**config.mk**
```make
export PLATFORM = sky130hd
export DESIGN_NAME = byte_pattern_stream_matcher
export DESIGN_NICKNAME = d
export VERILOG_FILES = /design/src/hw/rtl/bpsm_pkg.sv /design/src/hw/rtl/bpsm_pattern_store.sv /design/src/hw/rtl/bpsm_match_vec.sv /design/src/hw/rtl/byte_pattern_stream_matcher.sv
export SDC_FILE = /design/constraint.sdc
export NUM_CORES = 1
export LEC_CHECK = 0
export BUFFER_PORTS_ARGS = -buffer_cell sky130_fd_sc_hd__buf_2
export CORE_MARGIN = 2
export CORE_UTILIZATION = 30
export DETAILED_ROUTE_END_ITERATION = 8
export PLACE_DENSITY = 0.5
export SLEW_MARGIN = 5
export SYNTH_ARGS = -nofsm -noshare
export SYNTH_HDL_FRONTEND = slang
export SYNTH_SLANG_ARGS = --single-unit
```
**constraint.sdc**
```tcl
create_clock -name clk -period 5.67 [get_ports clk]
set_input_delay 0.567 -clock clk [delete_from_list [all_inputs] [get_ports clk]]
set_output_delay 0.567 -clock clk [all_outputs]
set_load 0.01 [all_outputs]
```
**src/hw/rtl/bpsm_pkg.sv**
```systemverilog
`timescale 1ns / 1ps
`default_nettype none
// ----------------------------------------------------------------------------
// bpsm_pkg
// Shared types and constants of the byte pattern stream matcher.
// ----------------------------------------------------------------------------
package bpsm_pkg;

    localparam int MODE_W    = 2;
    localparam int BYTE_W    = 8;
    localparam int PIDX_W    = 6;
    localparam int LEN_W     = 7;
    localparam int OFFSET_W  = 48;
    localparam int COUNT_W   = 32;
    localparam int IN_DATA_W = 16;
    localparam int OUT_DATA_W = OFFSET_W + COUNT_W;
    localparam int APB_ADDR_W = 3;
    localparam int APB_DATA_W = 32;

    localparam logic [LEN_W-1:0]      LEN_RESET  = 7'd1;
    localparam logic [APB_ADDR_W-1:0] ADDR_PATTERN_LENGTH = 3'd0;
    localparam logic [COUNT_W-1:0]    COUNT_MAX  = '1;

    typedef enum logic [MODE_W-1:0] {
        MODE_LOAD    = 2'd0,
        MODE_DATA    = 2'd1,
        MODE_RESTART = 2'd2
    } mode_t;

    // one processed item, as seen by the store and the match vector
    typedef struct packed {
        logic             load;
        logic             data;
        logic             restart;
        logic             len_ok;
        logic [LEN_W-1:0] len;
    } step_t;

endpackage
`default_nettype wire

```
**src/hw/rtl/bpsm_pattern_store.sv**
```systemverilog
`timescale 1ns / 1ps
`default_nettype none
// ----------------------------------------------------------------------------
// bpsm_pattern_store
// Pattern byte registers with one byte comparator per position.
// ----------------------------------------------------------------------------
module bpsm_pattern_store #(
    parameter int PATTERN_MAX = 64
) (
    input  wire                              clk,
    input  wire bpsm_pkg::step_t             step,
    input  wire [bpsm_pkg::PIDX_W-1:0]       wr_index,
    input  wire [bpsm_pkg::BYTE_W-1:0]       byte_value,
    output logic [PATTERN_MAX-1:0]           eq
);

    logic [bpsm_pkg::BYTE_W-1:0] store_reg [PATTERN_MAX];

    // loads beyond the store never hit any position
    always_ff @(posedge clk)
    begin
        for (int i = 0; i < PATTERN_MAX; i++)
        begin
            if (step.load && (32'(wr_index) == 32'(i)))
            begin
                store_reg[i] <= byte_value;
            end
        end
    end

    for (genvar i = 0; i < PATTERN_MAX; i++) begin : g_pos
        assign eq[i] = (store_reg[i] == byte_value);
    end

endmodule
`default_nettype wire

```
**src/hw/rtl/bpsm_match_vec.sv**
```systemverilog
`timescale 1ns / 1ps
`default_nettype none
// ----------------------------------------------------------------------------
// bpsm_match_vec
// Shift-and vector of partial matches and full-match detection.
// ----------------------------------------------------------------------------
module bpsm_match_vec #(
    parameter int PATTERN_MAX = 64
) (
    input  wire                    clk,
    input  wire                    rst_n,
    input  wire bpsm_pkg::step_t   step,
    input  wire [PATTERN_MAX-1:0]  eq,
    output logic                   hit
);

    localparam int IDX_W = (PATTERN_MAX > 1) ? $clog2(PATTERN_MAX) : 1;

    logic [PATTERN_MAX-1:0] vec_reg;
    logic [PATTERN_MAX-1:0] vec_next;
    logic [PATTERN_MAX-1:0] eq_used;
    logic [PATTERN_MAX-1:0] shifted;
    logic [IDX_W-1:0]       hit_idx;

    // only positions below the pattern length take part
    for (genvar i = 0; i < PATTERN_MAX; i++) begin : g_mask
        assign eq_used[i] = eq[i] && (32'(step.len) > 32'(i));
    end

    assign shifted = (vec_reg << 1) | PATTERN_MAX'(1);
    assign hit_idx = IDX_W'(step.len - bpsm_pkg::LEN_W'(1));
    assign hit     = step.data && step.len_ok && shifted[hit_idx] && eq_used[hit_idx];

    always_comb
    begin
        vec_next = vec_reg;
        if (step.restart)
        begin
            vec_next = '0;
        end
        else if (step.data)
        begin
            // a full match restarts the search after it
            if (!step.len_ok || hit)
            begin
                vec_next = '0;
            end
            else
            begin
                vec_next = shifted & eq_used;
            end
        end
    end

    always_ff @(posedge clk or negedge rst_n)
    begin
        if (!rst_n)
        begin
            vec_reg <= '0;
        end
        else
        begin
            vec_reg <= vec_next;
        end
    end

    a_hit_clears: assert property (@(posedge clk) disable iff (!rst_n)
        hit |=> (vec_reg == '0))
        else $error("match vector not cleared after a match");

    a_bad_len_clears: assert property (@(posedge clk) disable iff (!rst_n)
        (step.data && !step.len_ok) |=> (vec_reg == '0))
        else $error("match vector set with unusable pattern length");

endmodule
`default_nettype wire

```
**src/hw/rtl/byte_pattern_stream_matcher.sv**
```systemverilog
`timescale 1ns / 1ps
`default_nettype none
// ----------------------------------------------------------------------------
// byte_pattern_stream_matcher
// Leftmost non-overlapping exact search of a loaded byte pattern in a stream.
// ----------------------------------------------------------------------------
// a data byte is registered in the input stage, and its match result then in the result register (m_tvalid)
// throughput: one item per cycle while the result output is not stalled; each byte is
// compared against every pattern position at once and the match vector updates in that same cycle
// reset clears offset, match count, match vector, pattern_length (to 1) and
// the pipeline valids; pattern bytes are not reset and must be loaded
module byte_pattern_stream_matcher #(
    parameter int PATTERN_MAX = 64
) (
    input  wire                                  clk,
    input  wire                                  rst_n,
    // stream in
    input  wire                                  s_tvalid,
    output logic                                 s_tready,
    input  wire [bpsm_pkg::IN_DATA_W-1:0]        s_tdata,  // byte_value[7:0], pattern_index[13:8]
    input  wire [bpsm_pkg::MODE_W-1:0]           s_tuser,  // mode[1:0]
    // results out
    output logic                                 m_tvalid,
    input  wire                                  m_tready,
    output logic [bpsm_pkg::OUT_DATA_W-1:0]      m_tdata,  // match_offset[47:0], match_number[79:48]
    // configuration
    input  wire                                  psel,
    input  wire                                  penable,
    input  wire                                  pwrite,
    input  wire [bpsm_pkg::APB_ADDR_W-1:0]       paddr,
    input  wire [bpsm_pkg::APB_DATA_W-1:0]       pwdata,
    output logic [bpsm_pkg::APB_DATA_W-1:0]      prdata,
    output logic                                 pready
);

    // input stage
    logic                              s1_valid_reg;
    logic [bpsm_pkg::MODE_W-1:0]       s1_mode_reg;
    logic [bpsm_pkg::BYTE_W-1:0]       s1_byte_reg;
    logic [bpsm_pkg::PIDX_W-1:0]       s1_index_reg;

    logic [bpsm_pkg::LEN_W-1:0]        len_reg;
    logic [bpsm_pkg::OFFSET_W-1:0]     offset_reg;
    logic [bpsm_pkg::OFFSET_W-1:0]     offset_next;
    logic [bpsm_pkg::COUNT_W-1:0]      count_reg;
    logic [bpsm_pkg::COUNT_W-1:0]      count_next;
    logic [bpsm_pkg::COUNT_W-1:0]      count_inc;

    logic                              m_valid_reg;
    logic [bpsm_pkg::OFFSET_W-1:0]     m_offset_reg;
    logic [bpsm_pkg::COUNT_W-1:0]      m_number_reg;

    logic                              out_free;
    logic                              advance;
    logic                              hit;
    logic [PATTERN_MAX-1:0]            eq;
    bpsm_pkg::step_t                   step;

    assign out_free = !m_valid_reg || m_tready;
    assign advance  = s1_valid_reg && out_free;
    assign s_tready = !s1_valid_reg || out_free;

    always_comb
    begin
        step         = '0;
        step.len     = len_reg;
        step.len_ok  = (len_reg != '0) && (32'(len_reg) <= PATTERN_MAX);
        if (advance)
        begin
            case (s1_mode_reg)
                bpsm_pkg::MODE_LOAD:    step.load    = 1'b1;
                bpsm_pkg::MODE_DATA:    step.data    = 1'b1;
                bpsm_pkg::MODE_RESTART: step.restart = 1'b1;
                default:                ;
            endcase
        end
    end

    always_ff @(posedge clk or negedge rst_n)
    begin
        if (!rst_n)
        begin
            s1_valid_reg <= 1'b0;
        end
        else if (s_tready)
        begin
            s1_valid_reg <= s_tvalid;
        end
    end

    always_ff @(posedge clk)
    begin
        if (s_tvalid && s_tready)
        begin
            s1_mode_reg  <= s_tuser;
            s1_byte_reg  <= s_tdata[7:0];
            s1_index_reg <= s_tdata[13:8];
        end
    end

    bpsm_pattern_store #(
        .PATTERN_MAX (PATTERN_MAX)
    ) u_store (
        .clk        (clk),
        .step       (step),
        .wr_index   (s1_index_reg),
        .byte_value (s1_byte_reg),
        .eq         (eq)
    );

    bpsm_match_vec #(
        .PATTERN_MAX (PATTERN_MAX)
    ) u_vec (
        .clk   (clk),
        .rst_n (rst_n),
        .step  (step),
        .eq    (eq),
        .hit   (hit)
    );

    // offset and saturating match count
    assign count_inc = (count_reg == bpsm_pkg::COUNT_MAX) ? count_reg
                                                          : count_reg + 1'b1;

    always_comb
    begin
        offset_next = offset_reg;
        count_next  = count_reg;
        if (step.restart)
        begin
            offset_next = '0;
            count_next  = '0;
        end
        else if (step.data)
        begin
            offset_next = offset_reg + 1'b1;
            if (hit)
            begin
                count_next = count_inc;
            end
        end
    end

    always_ff @(posedge clk or negedge rst_n)
    begin
        if (!rst_n)
        begin
            offset_reg <= '0;
            count_reg  <= '0;
        end
        else
        begin
            offset_reg <= offset_next;
            count_reg  <= count_next;
        end
    end

    // result register
    always_ff @(posedge clk or negedge rst_n)
    begin
        if (!rst_n)
        begin
            m_valid_reg <= 1'b0;
        end
        else if (out_free)
        begin
            m_valid_reg <= step.data && hit;
        end
    end

    always_ff @(posedge clk)
    begin
        if (out_free && step.data && hit)
        begin
            // start of match: current offset minus (length - 1), wrapping
            m_offset_reg <= offset_reg - bpsm_pkg::OFFSET_W'(len_reg) + 1'b1;
            m_number_reg <= count_inc;
        end
    end

    assign m_tvalid = m_valid_reg;
    assign m_tdata  = {m_number_reg, m_offset_reg};

    // configuration port
    assign pready = 1'b1;

    always_ff @(posedge clk or negedge rst_n)
    begin
        if (!rst_n)
        begin
            len_reg <= bpsm_pkg::LEN_RESET;
        end
        else if (psel && penable && pwrite && pready
                 && (paddr == bpsm_pkg::ADDR_PATTERN_LENGTH))
        begin
            len_reg <= pwdata[bpsm_pkg::LEN_W-1:0];
        end
    end

    always_comb
    begin
        prdata = '0;
        if (paddr == bpsm_pkg::ADDR_PATTERN_LENGTH)
        begin
            prdata = bpsm_pkg::APB_DATA_W'(len_reg);
        end
    end

    a_result_from_data: assert property (@(posedge clk) disable iff (!rst_n)
        $rose(m_valid_reg) |-> $past(s1_valid_reg && (s1_mode_reg == bpsm_pkg::MODE_DATA)))
        else $error("result produced without a data byte");

    a_number_nonzero: assert property (@(posedge clk) disable iff (!rst_n)
        m_valid_reg |-> (m_number_reg != '0))
        else $error("match number zero on a result");

    a_restart_clears: assert property (@(posedge clk) disable iff (!rst_n)
        step.restart |=> ((offset_reg == '0) && (count_reg == '0)))
        else $error("restart did not clear offset and count");

    a_offset_steps: assert property (@(posedge clk) disable iff (!rst_n)
        step.data |=> (offset_reg == $past(offset_reg) + 1'b1))
        else $error("stream offset did not advance on a data byte");

endmodule
`default_nettype wire
```
# After elaboration in Yosys (flattened, before gate mapping)
# Memory sizes are Yosys's and may differ from the RTL's.
# Cells that the tools add are included.
[word_totals]
ff_bits = 248
latch_bits = 0
ram_bits = 512
romBits = 0
inputBits = 60
output_inout_bits = 115
memories = 1
[op_classes]
n_addsub = 5
mul = 0
n_div = 0
order_cmp = 66
n_eq_ne = 130
shifts = 0
n_mux = 335
n_bitwise = 1
reduce_logical = 216
[memory_table]
columns = ["name", "depth", "word_bits", "read_ports", "rd_ports_with_merged_regs", "write_ports", "line_no", "source"]
rows = [
  ["u_store.store_reg", 64, 8, 64, 0, 1, "bpsm_pattern_store.sv:17", "logic [bpsm_pkg::BYTE_W-1:0] store_reg [PATTERN_MAX];"],
]
[ops]
columns = ["op", "count"]
rows = [
  ["$eq A8 B8 Y1", 64],
  ["$mux W8", 63],
  ["$reduce_or A8 Y1", 63],
  ["$mux W6", 63],
  ["$gt A7 B6 Y1 const B", 32],
  ["$mux W1", 196],
  ["$eq A6 B6 Y1 const B", 32],
  ["$mux W63", 3],
  ["$logic_and A1 B1 Y1", 140],
  ["$mux W32", 4],
  ["$gt A7 B5 Y1 const B", 16],
  ["$add A48 B1 Y48 const B", 2],
  ["$eq A6 B5 Y1 const B", 16],
  ["$mux W48", 2],
  ["$and A63 B63 Y63", 1],
  ["$gt A7 B4 Y1 const B", 8],
  ["$eq A6 B4 Y1 const B", 8],
  ["$sub A48 B7 Y48", 1],
  ["$add A32 B1 Y32 const B", 1],
  ["$eq A32 B32 Y1 const B", 1],
  ["$gt A7 B3 Y1 const B", 4],
  ["$eq A6 B3 Y1 const B", 4],
  ["$gt A7 B1 Y1 const B", 2],
  ["$gt A7 B2 Y1 const B", 2],
  ["other kinds (18)", 25],
]

# Longest topological paths before layout
# Gate-level depths: netlist (run 1).
[depth]
ltp_word = 71
depth_mapped = 19

# Cells and area by module
# Synthesis (run 1) repeated with hierarchy kept, for this count alone.
[hier_totals]
cells_unflattened = 3103
hier_area_um2 = 38491.9
[by_module_without_submodules]
columns = ["mod", "n_inst", "cells_per_inst", "area_each_um2", "seq_area_each_um2"]
rows = [
  ["bpsm_pattern_store", 1, 1367, 21672.0, 15374.7],
  ["byte_pattern_stream_matcher", 1, 1132, 11227.0, 5111.2],
  ["bpsm_match_vec", 1, 604, 5592.9, 1576.5],
]

# Worst setup path after synthesis (run 1)
# Ideal clock, no wire load.
[synth_path]
path_type = "register to register"
start = "reg s1_byte_reg[3] (netlist bit)"
end = "reg m_number_reg[0] (netlist bit) (enable)"
arrival_ps = 4365
required_ps = 5265
setup_slack_ps = 900
stages_incl_launch_ff = 13
n_path_buf = 3
period_less_slack_ps = 4770
path_cell_list = "edfxtp_1 > buf_2 > buf_4 > xnor2_1 > nand4_1 > nor4_2 > mux2i_1 > o211a_1 > a221oi_2 > nand4_1 > a211o_1 > inv_2 > buf_2"
[synth_via]
elab_chain_len = 6
[synth_lines]
columns = ["item", "line_no", "source"]
rows = [
  ["start: declaration", "byte_pattern_stream_matcher.sv:39", "logic [bpsm_pkg::BYTE_W-1:0] s1_byte_reg;"],
  ["start signal: assignment", "byte_pattern_stream_matcher.sv:96", "s1_byte_reg <= s_tdata[7:0];"],
  ["$eq A8 B8 Y1", "bpsm_pattern_store.sv:32", "assign eq[i] = (store_reg[i] == byte_value);"],
  ["$logic_and A1 B1 Y1", "bpsm_match_vec.sv:27", "assign eq_used[i] = eq[i] && (32'(step.len) > 32'(i));"],
  ["$bmux W1 S6 *", "bpsm_match_vec.sv:32", "assign hit = step.data && step.len_ok && shifted[hit_idx] && eq_used[hit_idx];"],
  ["$mux W1 (not written as such) *", "bpsm_match_vec.sv:32", ""],
  ["$logic_and A1 B1 Y1 *", "bpsm_match_vec.sv:32", ""],
  ["$logic_and A1 B1 Y1 *", "byte_pattern_stream_matcher.sv:173", "if (out_free && step.data && hit)"],
  ["end signal: assignment", "byte_pattern_stream_matcher.sv:177", "m_number_reg <= count_inc;"],
  ["end: declaration", "byte_pattern_stream_matcher.sv:51", "logic [bpsm_pkg::COUNT_W-1:0] m_number_reg;"],
]
# Every way passes the cells marked *; elsewhere a longest branch is shown, timed or not. The select of a mux whose other input is x is not followed.
# A chain may end at the register's enable or synchronous reset.

# Worst setup path after layout (run 1)
[layout_path]
start = "reg len_reg[0] (netlist bit)"
end = "reg u_vec.vec_reg[19]"
[layout_via]
elab_chain_len = 9
[layout_lines]
columns = ["item", "line_no", "source"]
rows = [
  ["start: declaration", "byte_pattern_stream_matcher.sv:42", "logic [bpsm_pkg::LEN_W-1:0] len_reg;"],
  ["start signal: assignment", "byte_pattern_stream_matcher.sv:191", "len_reg <= bpsm_pkg::LEN_RESET;"],
  ["start signal: assignment", "byte_pattern_stream_matcher.sv:196", "len_reg <= pwdata[bpsm_pkg::LEN_W-1:0];"],
  ["$sub A6 B1 Y6 (tied with other cells)", "bpsm_match_vec.sv:31", "assign hit_idx = IDX_W'(step.len - bpsm_pkg::LEN_W'(1));"],
  ["$bmux W1 S6 (tied with other cells)", "bpsm_match_vec.sv:32", ""],
  ["$mux W1 (not written as such) (tied with other cells)", "bpsm_match_vec.sv:32", ""],
  ["$logic_and A1 B1 Y1 / $mux W1 (equally long branches)", "bpsm_match_vec.sv:32", ""],
  ["$logic_and A1 B1 Y1", "bpsm_match_vec.sv:32", ""],
  ["$logic_or A1 B1 Y1", "bpsm_match_vec.sv:44", "if (!step.len_ok || hit)"],
  ["$mux W63 *", "bpsm_match_vec.sv:44", ""],
  ["$mux W63 *", "bpsm_match_vec.sv:41", "else if (step.data)"],
  ["$mux W63 *", "bpsm_match_vec.sv:37", "if (step.restart)"],
  ["end signal: assignment", "bpsm_match_vec.sv:63", "vec_reg <= vec_next;"],
  ["end: declaration", "bpsm_match_vec.sv:19", "logic [PATTERN_MAX-1:0] vec_reg;"],
]
# Marked as above.

==> impl_metrics.tcl, run 1 <==
set metrics [dict create \
    status "complete, no violations" \
    path_common_cell "mux4_2" \
    cts_tree "yes" \
    syn2layout_area_growth_pct 14.8 \
    syn_area_mm2 0.0377 \
    layout_common_cells "608 x edfxtp_1, 334 x xnor2_1, 296 x xor2_1, 174 x nor2_1" \
    grt_usage 0.152 \
    hold_path.class "primary input to flip-flop" \
    drc_errors 0 \
    setup_viol 0 \
    power.density_mw_per_mm2 318 \
    nets 3258 \
    critPathKind "flip-flop to flip-flop" \
    async_flop_share 0.200 \
    drt-total-wl_um 98600 \
    design_area_mm2 0.0432 \
    ys_seq_area_frac 0.586 \
    avgSynthCellArea_um2 12.8 \
    place_congestion 0.938 \
    antenna_found_initial 2 \
    fp.dieW_um 358 \
    arrival_ns 5.60 \
    ff2ff_path_depth 11 \
    cts_root_buf "clkbuf_16" \
    layout_min_cycle_time_ns 5.01 \
    clkTransAtPathRegs_ns 0.06 \
    slew_viol_final 0 \
    syn_inst 2936 \
    htree_num_levels 3 \
    initial_core_util 0.301 \
    finalPower_mw 13.8 \
    rows 130 \
    worstPathMaxFanout 37 \
    synth_warnings 0 \
    hold_viol_final 0 \
    drive_gt1_frac 0.133 \
    clk_latency_ns 0.67 \
    final.period_utilization 0.884 \
    synthTopCellsByArea "edfxtp_1 48%, dfrtp_1 10%, xnor2_1 7.8%" \
    slew_headroom 0.228 \
    r2r_end "u_vec.vec_reg[19]" \
    die_area_mm2 0.128 \
    synth_edf_count 608 \
    worstPathRequired_ns 6.26 \
    synthFlopType "edfxtp_1" \
    nFillCells 12305 \
    slowest_stage "nor2b_4" \
    fmax_ghz 0.200 \
    largest_reg_flops 512 \
    maxCapViolations 0 \
    vias 23441 \
    ys_seq_elements 760 \
    clk_path_buf_depth 3 \
    worstHoldStart "s_tdata[1]" \
    setup_tns_ns 0 \
    max_stage_delay_ns 0.93 \
    final_common_cell "edfxtp_1" \
    worstHoldPathCells 1 \
    core-area_mm2 0.125 \
    grt_pass1_wl_um 149000 \
    postCtsSetupBuffers 0 \
    ios 175 \
    grt_pass1_vias 23033 \
    r2r_start "len_reg[0]" \
    dp_hpwl_um 67000 \
    r2r_setup_slack_ns 0.66 \
    cts_num_sinks 760 \
    ant_nets 0 \
    yosys.area.top_type "edfxtp_1" \
    cts_buffers 89 \
    grt_max_degree 75 \
    drtPass1Iterations 5 \
    multi_input_area_mm2 0.0143 \
    wl_per_cell_um 20.4 \
    synth.distinct_cells 96 \
    worst_pin_slew_ns 1.15 \
    crit_chain "inv_2 > ha_2 > buf_4 > mux4_2 > mux4_2 > a211oi_2 > a221oi_2 > nand4_1 > a21o_1 > nor2b_4 > a32o_1" \
    postPlaceCellArea_mm2 0.0403 \
    seq_area_mm2 0.0221 \
    grt_overflow_total 0 \
    die_h_um 358 \
    rsz0062_at_grt "false" \
    worst_ir_drop_vdd_mv 0.218 \
    p_leak_nw 15.8 \
    port_buffers 121 \
    drtIter0Drc 1889 \
    endpoint_kind "flip-flop" \
    min_to "s1_byte_reg[1]" \
    startpoint_type "flip-flop" \
    synth_top_area_frac 0.485 \
    viasPerCell 4.86 \
    skew_ns 0.0329 \
]
==> worst max path at each step <==
stage / to / startpoint / slack (ns) / cells after the start
6_report: u_vec.vec_reg[19] / len_reg[0] / 0.66 / 11
5_1_grt: u_vec.vec_reg[35] / len_reg[0] / 0.53 / 11
4_1_cts: u_vec.vec_reg[19] / len_reg[0] / 0.75 / 11
3_5_place_dp: u_vec.vec_reg[19] / len_reg[0] / 0.77 / 11
3_3_place_gp: u_vec.vec_reg[19] / len_reg[0] / 0.74 / 11
2_1_floorplan: m_number_reg[0] / s1_byte_reg[3] / 0.90 / 12
==> cell usage after synthesis (all sizes together), types with 61 or more instances <==
cell,n
edfxtp,608
buf,123
nand3,69
nand2,152
xor2,296
nor4,88
ha,98
o21ai,72
nor2,178
xnor2,338
inv,77
a21oi,74
nand4,100
dfrtp,151
nor3,61
==> area by class of cell <==
cell class | instances | area share
flip-flops and latches | 760 | 0.510
multi-input cells | 1953 | 0.331
clock buffers | 128 | 0.0582
well taps | 1650 | 0.0477
repair buffers | 217 | 0.0364
clock inverters | 35 | 0.00909
inverters | 78 | 0.00683
diodes | 1 | 0.0000579
==> cells by family after synthesis <==
family,Yosys count,synth area share
multiplexers,35,0.0157
XOR/XNOR,634,0.149
other,2,0.000199
flip-flops,760,0.586
buffers and inverters,247,0.0367
AND/OR/NAND/NOR,788,0.109
AO/OA/AOI/OAI,371,0.0707
adder cells (fa/ha/maj),99,0.0331
==> where the power goes <==
| group | leakage, nW | internal, mW | switching (mW) |
|---|---|---|---|
| clock | 1.43 | 3.41 | 2.33 |
| sequential | 7.63 | 6.11 | 0.0774 |
| combinational | 6.73 | 0.577 | 1.25 |
==> per-layer routing <==
layer  global-route usage  up-vias  wire length (um)
met3               0.0263      157              5030
met2                0.233      641             43800
met5                    0        -                13
met4               0.0408        2              2320
li1                     -    11017                 -
met1                0.222    11624             47400
==> stage by stage <==
stage               hold WS [ns]  utilization  worst slack, ns  cells
floorplan                  0.271            -            0.900   2960
global placement           0.457        0.322            0.742   4657
detailed placement         0.469        0.322            0.771   4657
CTS                       0.0298        0.346            0.752   4821
global route              0.0402        0.346            0.530   4821
finish                    0.0818        0.346            0.658   4822
==> worst max-delay path: cells and delay by family (launching register included) <==
| family | cells | cell delay [ns] |
|---|---|---|
| AOI/OAI and AO/OA | 4 | 0.98 |
| adders and majority gates | 1 | 0.92 |
| buffers and inverters | 2 | 0.52 |
| DFF | 1 | 0.56 |
| muxes | 2 | 0.86 |
| and+or+nand+nor | 2 | 1.08 |
==> repair_timing <==
action / CTS / global route
gates resized for setup: 0 / 0
hold buffers: 1 / 0
endpoints found under the hold margin: 59 / 0
(Power assumes the default switching activity.)
==> run 2, diff against run 1 <==
--- a/config.mk
+++ b/config.mk
@@ -9,7 +9,7 @@
 export CORE_MARGIN = 2
 export CORE_UTILIZATION = 30
 export DETAILED_ROUTE_END_ITERATION = 8
-export PLACE_DENSITY = 0.5
+export SETUP_SLACK_MARGIN = 0.05
 export SLEW_MARGIN = 5
 export SYNTH_ARGS = -nofsm -noshare
 export SYNTH_HDL_FRONTEND = slang
==> run 2 against run 1 <==
Effect of this change:
- wire length is 4.2% lower
- via count increased by 1.4%
- register-to-register slack better by 0.22 ns
- sequential share of layout area increased by 0.20 points
- non-clock buffer count shrank 1
- sequential power about the same
- critical endpoint is now u_vec.vec_reg[12]
- largest cell class unchanged
- highest routed layer is now met4
==> impl_metrics.tcl, run 2 (synthesized netlist as in run 1, its figures left out) <==
set metrics [dict create \
    cts_root_buf "clkbuf_16" \
    initial_core_util 0.301 \
    core-area_mm2 0.125 \
    layout_common_cells "608 x edfxtp_1, 334 x xnor2_1, 296 x xor2_1, 174 x nor2_1" \
    rsz0062_at_grt "false" \
    worstPathRequired_ns 6.27 \
    htree_num_levels 3 \
    clk_path_buf_depth 3 \
    rows 130 \
    r2r_start "len_reg[0]" \
    critPathKind "flip-flop to flip-flop" \
    drtIter0Drc 2187 \
    die_h_um 358 \
    n_antenna_cell 0 \
    startpoint_type "flip-flop" \
    grt_pass1_vias 23003 \
    grt_overflow_total 0 \
    drtPass1Iterations 6 \
    slew_headroom 0.223 \
    postCtsSetupBuffers 0 \
    die_area_mm2 0.128 \
    place_congestion 0.935 \
    crit_start "len_reg[0]" \
    nFillCells 12179 \
    vias 23767 \
    slowest_stage "nor2b_4" \
    endpoint_kind "flip-flop" \
    slew_viol_final 0 \
    grt_max_degree 80 \
    final_util 0.344 \
    nets 3253 \
    drc_errors 0 \
    final.period_utilization 0.845 \
    maxCapViolations 0 \
    worst_pin_slew_ns 1.16 \
    dp_hpwl_um 64400 \
    port_buffers 121 \
    crit_buf_inv 2 \
    hold_path.class "primary input to flip-flop" \
    viasPerCell 4.94 \
    cp_top_family "simple AND/OR/NAND/NOR gates" \
    skew_ns 0.0443 \
    setup_viol 0 \
    post_cts_resized 0 \
    syn2layout_area_growth_pct 14.3 \
    cts_tree "yes" \
    path_common_cell "mux4_2" \
    worstHoldStart "s_tdata[0]" \
    worst_ir_drop_vdd_mv 0.243 \
    arrival_ns 5.39 \
    holdBufCountCts 1 \
    seq_area_mm2 0.0221 \
    wl_per_cell_um 19.6 \
    cts_buffers 85 \
    fmax_ghz 0.209 \
    final_common_cell "edfxtp_1" \
    p_leak_nw 15.7 \
    antenna_found_initial 2 \
    layout_min_cycle_time_ns 4.79 \
    ant_nets 0 \
    largest_reg_flops 512 \
    power.density_mw_per_mm2 313 \
    multi_input_area_mm2 0.0143 \
    status "complete, no violations" \
    fp.dieW_um 358 \
    hold_viol_final 0 \
    clkTransAtPathRegs_ns 0.06 \
    clk_latency_ns 0.68 \
    max_stage_delay_ns 0.90 \
    worstPathMaxFanout 37 \
    cts_num_sinks 760 \
    setup_tns_ns 0 \
    drt-total-wl_um 94500 \
    ios 175 \
    drive_gt1_frac 0.130 \
    grt_usage 0.146 \
    grt_pass1_wl_um 145000 \
    crit_chain "inv_2 > ha_2 > buf_4 > mux4_2 > mux4_2 > nor2b_1 > a211oi_2 > a221oi_2 > nand4_1 > a21o_1 > nor2b_4 > a32o_1" \
]
## run 2: cell types whose count changed in the layout (fill, tap and decap cells not counted), moves of 3 or more
cell       delta
clkinv_2      -3
buf_12        -3
clkbuf_1      -8
clkinv_1     +12
clkbuf_16     -5
## run 2: report_power, final
part,switching (mW),total [mW],internal [mW]
registers,0.0861,6.20,6.11
clock network,2.31,5.48,3.17
logic,1.23,1.81,0.582
## run 2: cell type report
| cell class | count | area share |
|---|---|---|
| clock buffers | 115 | 0.0548 |
| clock inverters | 43 | 0.00988 |
| inverters | 78 | 0.00686 |
| multi-input cells | 1953 | 0.333 |
| flip-flops and latches | 760 | 0.512 |
| well taps | 1650 | 0.0479 |
| repair buffers | 216 | 0.0355 |
## run 2: per-stage QoR
stage	setup slack [ns]	hold WS [ns]	instance area [um2]	std cells	power [mW]
2_1_floorplan	0.900	0.271	37800	2960	7.49
3_3_place_gp	1.01	0.459	40300	4656	8.08
3_5_place_dp	1.01	0.476	40300	4656	8.09
4_1_cts	1.00	0.0179	43100	4815	13.6
5_1_grt	0.761	0.0389	43100	4815	14.0
6_report	0.876	0.0675	43100	4815	13.5
## run 2: path summary, 6_finish.rpt
path,endpoint,cells after the start,slack [ns]
setup reg to reg,u_vec.vec_reg[12],12,0.88
min in group asynchronous,count_reg[26],2,0.47
hold / removal,s1_byte_reg[0],1,0.07
hold reg to reg,u_vec.vec_reg[62],2,0.49
max in group asynchronous,len_reg[2],3,3.90
setup / recovery,u_vec.vec_reg[12],12,0.88
## run 2: routing by layer
metal	part of all wire	routed length (um)	track usage	up-vias
met5	0	0	0	-
met4	0.021	2010	0.0401	0
met3	0.069	6510	0.0253	120
met2	0.45	42500	0.227	820
met1	0.46	43500	0.210	11821
li1	-	-	-	11006
==> run 3, diff against run 2 <==
--- a/config.mk
+++ b/config.mk
@@ -5,6 +5,7 @@
 export SDC_FILE = /design/constraint.sdc
 export NUM_CORES = 1
 export LEC_CHECK = 0
+export ABC_AREA = 1
 export BUFFER_PORTS_ARGS = -buffer_cell sky130_fd_sc_hd__buf_2
 export CORE_MARGIN = 2
 export CORE_UTILIZATION = 30
==> constraint.sdc (replaced) <==
create_clock -name clk -period 4.8 [get_ports clk]
set_input_delay 0.48 -clock clk [delete_from_list [all_inputs] [get_ports clk]]
set_output_delay 0.48 -clock clk [all_outputs]
set_load 0.01 [all_outputs]
==> run 3 against run 2 <==
Effect of this change:
- worst hold slack barely moved
- fmax rose by 18%
- final area rose by 6.9%
- total power rose by 22%
- combinational power rose by 35%
- synthesized cell count rose by 52%
- critical path type unchanged
- largest cell class unchanged
==> impl_metrics.tcl, run 3 <==
set metrics [dict create \
    status "complete, no violations" \
    p_seq_frac 0.443 \
    synth_warnings 0 \
    cts_root_buf "clkbuf_16" \
    yosys.area.top_type "edfxtp_1" \
    n_antenna_cell 0 \
    crit_chain "inv_2 > ha_1 > inv_1 > buf_4 > o21ai_0 > a21oi_1 > o211ai_1 > nand3_1 > nand3_1 > nand2_1 > nor2_2 > nand3_4 > buf_4 > nand3_1 > nand2_1" \
    design_area_mm2 0.0460 \
    synthTopCellsByCount "1226 x nand2_1, 608 x edfxtp_1, 568 x nor2_1, 405 x inv_1, 240 x nand3_1" \
    fmax_ghz 0.245 \
    min_to "len_reg[1]" \
    die_h_um 372 \
    clk_path_buf_depth 3 \
    holdBufCountCts 16 \
    postPlaceCellArea_mm2 0.0431 \
    endpoint_kind "flip-flop" \
    ff2ff_path_depth 15 \
    syn2layout_area_growth_pct 13.5 \
    post_cts_resized 0 \
    die_area_mm2 0.138 \
    comb_power_share 0.150 \
    clkTransAtPathRegs_ns 0.06 \
    worstHoldStart "pwdata[1]" \
    cts_tree "yes" \
    power.density_mw_per_mm2 356 \
    async_flop_share 0.200 \
    core-area_mm2 0.134 \
    ys_seq_elements 760 \
    wl_per_cell_um 18.2 \
    yosysMostFrequentCell "nand2_1" \
    hold_viol_final 0 \
    grt_pass1_wl_um 177000 \
    setup_viol 0 \
    synthTopCellsByArea "edfxtp_1 45%, nand2_1 11%, dfrtp_1 9.3%" \
    arrival_ns 4.63 \
    p_leak_nw 19.3 \
    antenna_found_initial 4 \
    dp_hpwl_um 77200 \
    worstPathMaxFanout 31 \
    grt_usage 0.166 \
    grt_overflow_total 0 \
    final_common_cell "nand2_1" \
    drtIter0Drc 3026 \
    p_clk_frac 0.407 \
    rsz0062_at_grt "false" \
    viasPerCell 4.79 \
    drt-total-wl_um 117000 \
    avgSynthCellArea_um2 9.06 \
    cts_num_sinks 760 \
    cts_buffers 83 \
    rows 134 \
    clk_latency_ns 0.69 \
    synth.distinct_cells 49 \
    crit_buf_inv 4 \
    worstPathRequired_ns 5.35 \
    setup_tns_ns 0 \
    worst_pin_slew_ns 1.07 \
    cp_top_family "simple AND/OR/NAND/NOR gates" \
    ant_nets 0 \
    startpoint_type "flip-flop" \
    nFillCells 13700 \
    port_buffers 121 \
    synthFlopType "edfxtp_1" \
    r2r_setup_slack_ns 0.72 \
    maxCapViolations 0 \
    worst_ir_drop_vdd_mv 0.311 \
    internal_power_mw 11.8 \
    layout_min_cycle_time_ns 4.08 \
    slew_headroom 0.287 \
    skew_ns 0.0348 \
    p_sw_frac 0.282 \
    layout_common_cells "1226 x nand2_1, 608 x edfxtp_1, 567 x nor2_1, 405 x inv_1, 240 x nand3_1" \
    postCtsSetupBuffers 0 \
    htree_num_levels 3 \
    ios 175 \
    max_stage_delay_ns 0.68 \
    drtPass1Iterations 6 \
    r2r_end "count_reg[0]" \
    syn_inst 4475 \
    nets 4749 \
    place_congestion 0.969 \
    syn_area_mm2 0.0406 \
    drc_errors 0 \
    vias 30806 \
    fp.dieW_um 372 \
    r2r_start "len_reg[1]" \
    slowest_stage "ha_1" \
    power.switching_mw 4.62 \
    path_common_cell "nand3_1" \
    ys_seq_area_frac 0.544 \
    synth_top_area_frac 0.450 \
    initial_core_util 0.303 \
    grt_max_degree 128 \
    slew_viol_final 0 \
    final.period_utilization 0.849 \
    critPathKind "flip-flop to flip-flop" \
    grt_pass1_vias 29164 \
    largest_reg_flops 512 \
    hold_path.class "primary input to flip-flop" \
    drive_gt1_frac 0.0741 \
    synth_edf_count 608 \
    worstHoldPathCells 3 \
]
run 3: how the worst max path moves through the flow:
| stage | startpoint | to | slack [ns] | depth (start not counted) |
|---|---|---|---|---|
| after global routing | len_reg[1] | count_reg[29] | 0.49 | 16 |
| after global placement | len_reg[6] | m_offset_reg[45] | 0.79 | 12 |
| after detailed placement | len_reg[6] | m_offset_reg[45] | 0.76 | 12 |
| after floorplan | len_reg[0] | m_number_reg[0] | 0.66 | 14 |
| final | len_reg[1] | count_reg[0] | 0.72 | 15 |
| after CTS | len_reg[6] | m_offset_reg[45] | 0.74 | 12 |
run 3: worst min-delay path, delay by kind of cell:
family                 cells  cell delay, ns
AND/OR/NAND/NOR            1            0.04
buffers and inverters      1            0.08
AO/OA/AOI/OAI              1            0.09
run 3: layout make-up:
class | count | area [um2] | share of cell area
repair buffers | 192 | 1340 | 0.0290
clock inverters | 38 | 489 | 0.0106
well taps | 1768 | 2210 | 0.0480
multi-input cells | 3128 | 16000 | 0.348
clock buffers | 115 | 2320 | 0.0505
inverters | 425 | 1600 | 0.0347
flip-flops and latches | 760 | 22100 | 0.479
run 3: power groups by stage:
stage	combinational, mW	sequential, mW	clock [mW]
floorplan	1.51	7.40	0
global placement	2.38	7.40	0
detailed placement	2.39	7.40	0
CTS	2.41	7.27	6.82
global route	2.65	7.27	7.06
finish	2.45	7.27	6.67
run 3: routing by layer:
metal	track usage	up-vias	share of wire
li1	-	14855	-
met1	0.236	14767	0.46
met2	0.258	999	0.44
met3	0.0294	181	0.069
met4	0.0497	4	0.028
met5	0	-	0.00027
run 3: per-stage QoR:
step,utilization,hold slack (ns),instances,power [mW],worst slack [ns]
after CTS,0.344,0.00743,6426,16.5,0.742
after global placement,0.322,0.464,6257,9.78,0.789
after global routing,0.344,0.0286,6426,17.0,0.494
after floorplan,-,0.184,4499,8.91,0.656
final,0.344,0.0672,6426,16.4,0.723
after detailed placement,0.322,0.465,6257,9.79,0.764
run 3: kinds of logic after synthesis:
kind of cell | after synthesis | synth area share
compound gates | 367 | 0.0505
xor+xnor | 378 | 0.0816
other cells | 2 | 0.000185
buf+inv | 611 | 0.0639
flops | 760 | 0.544
fa+ha+maj | 99 | 0.0307
simple gates | 2258 | 0.229
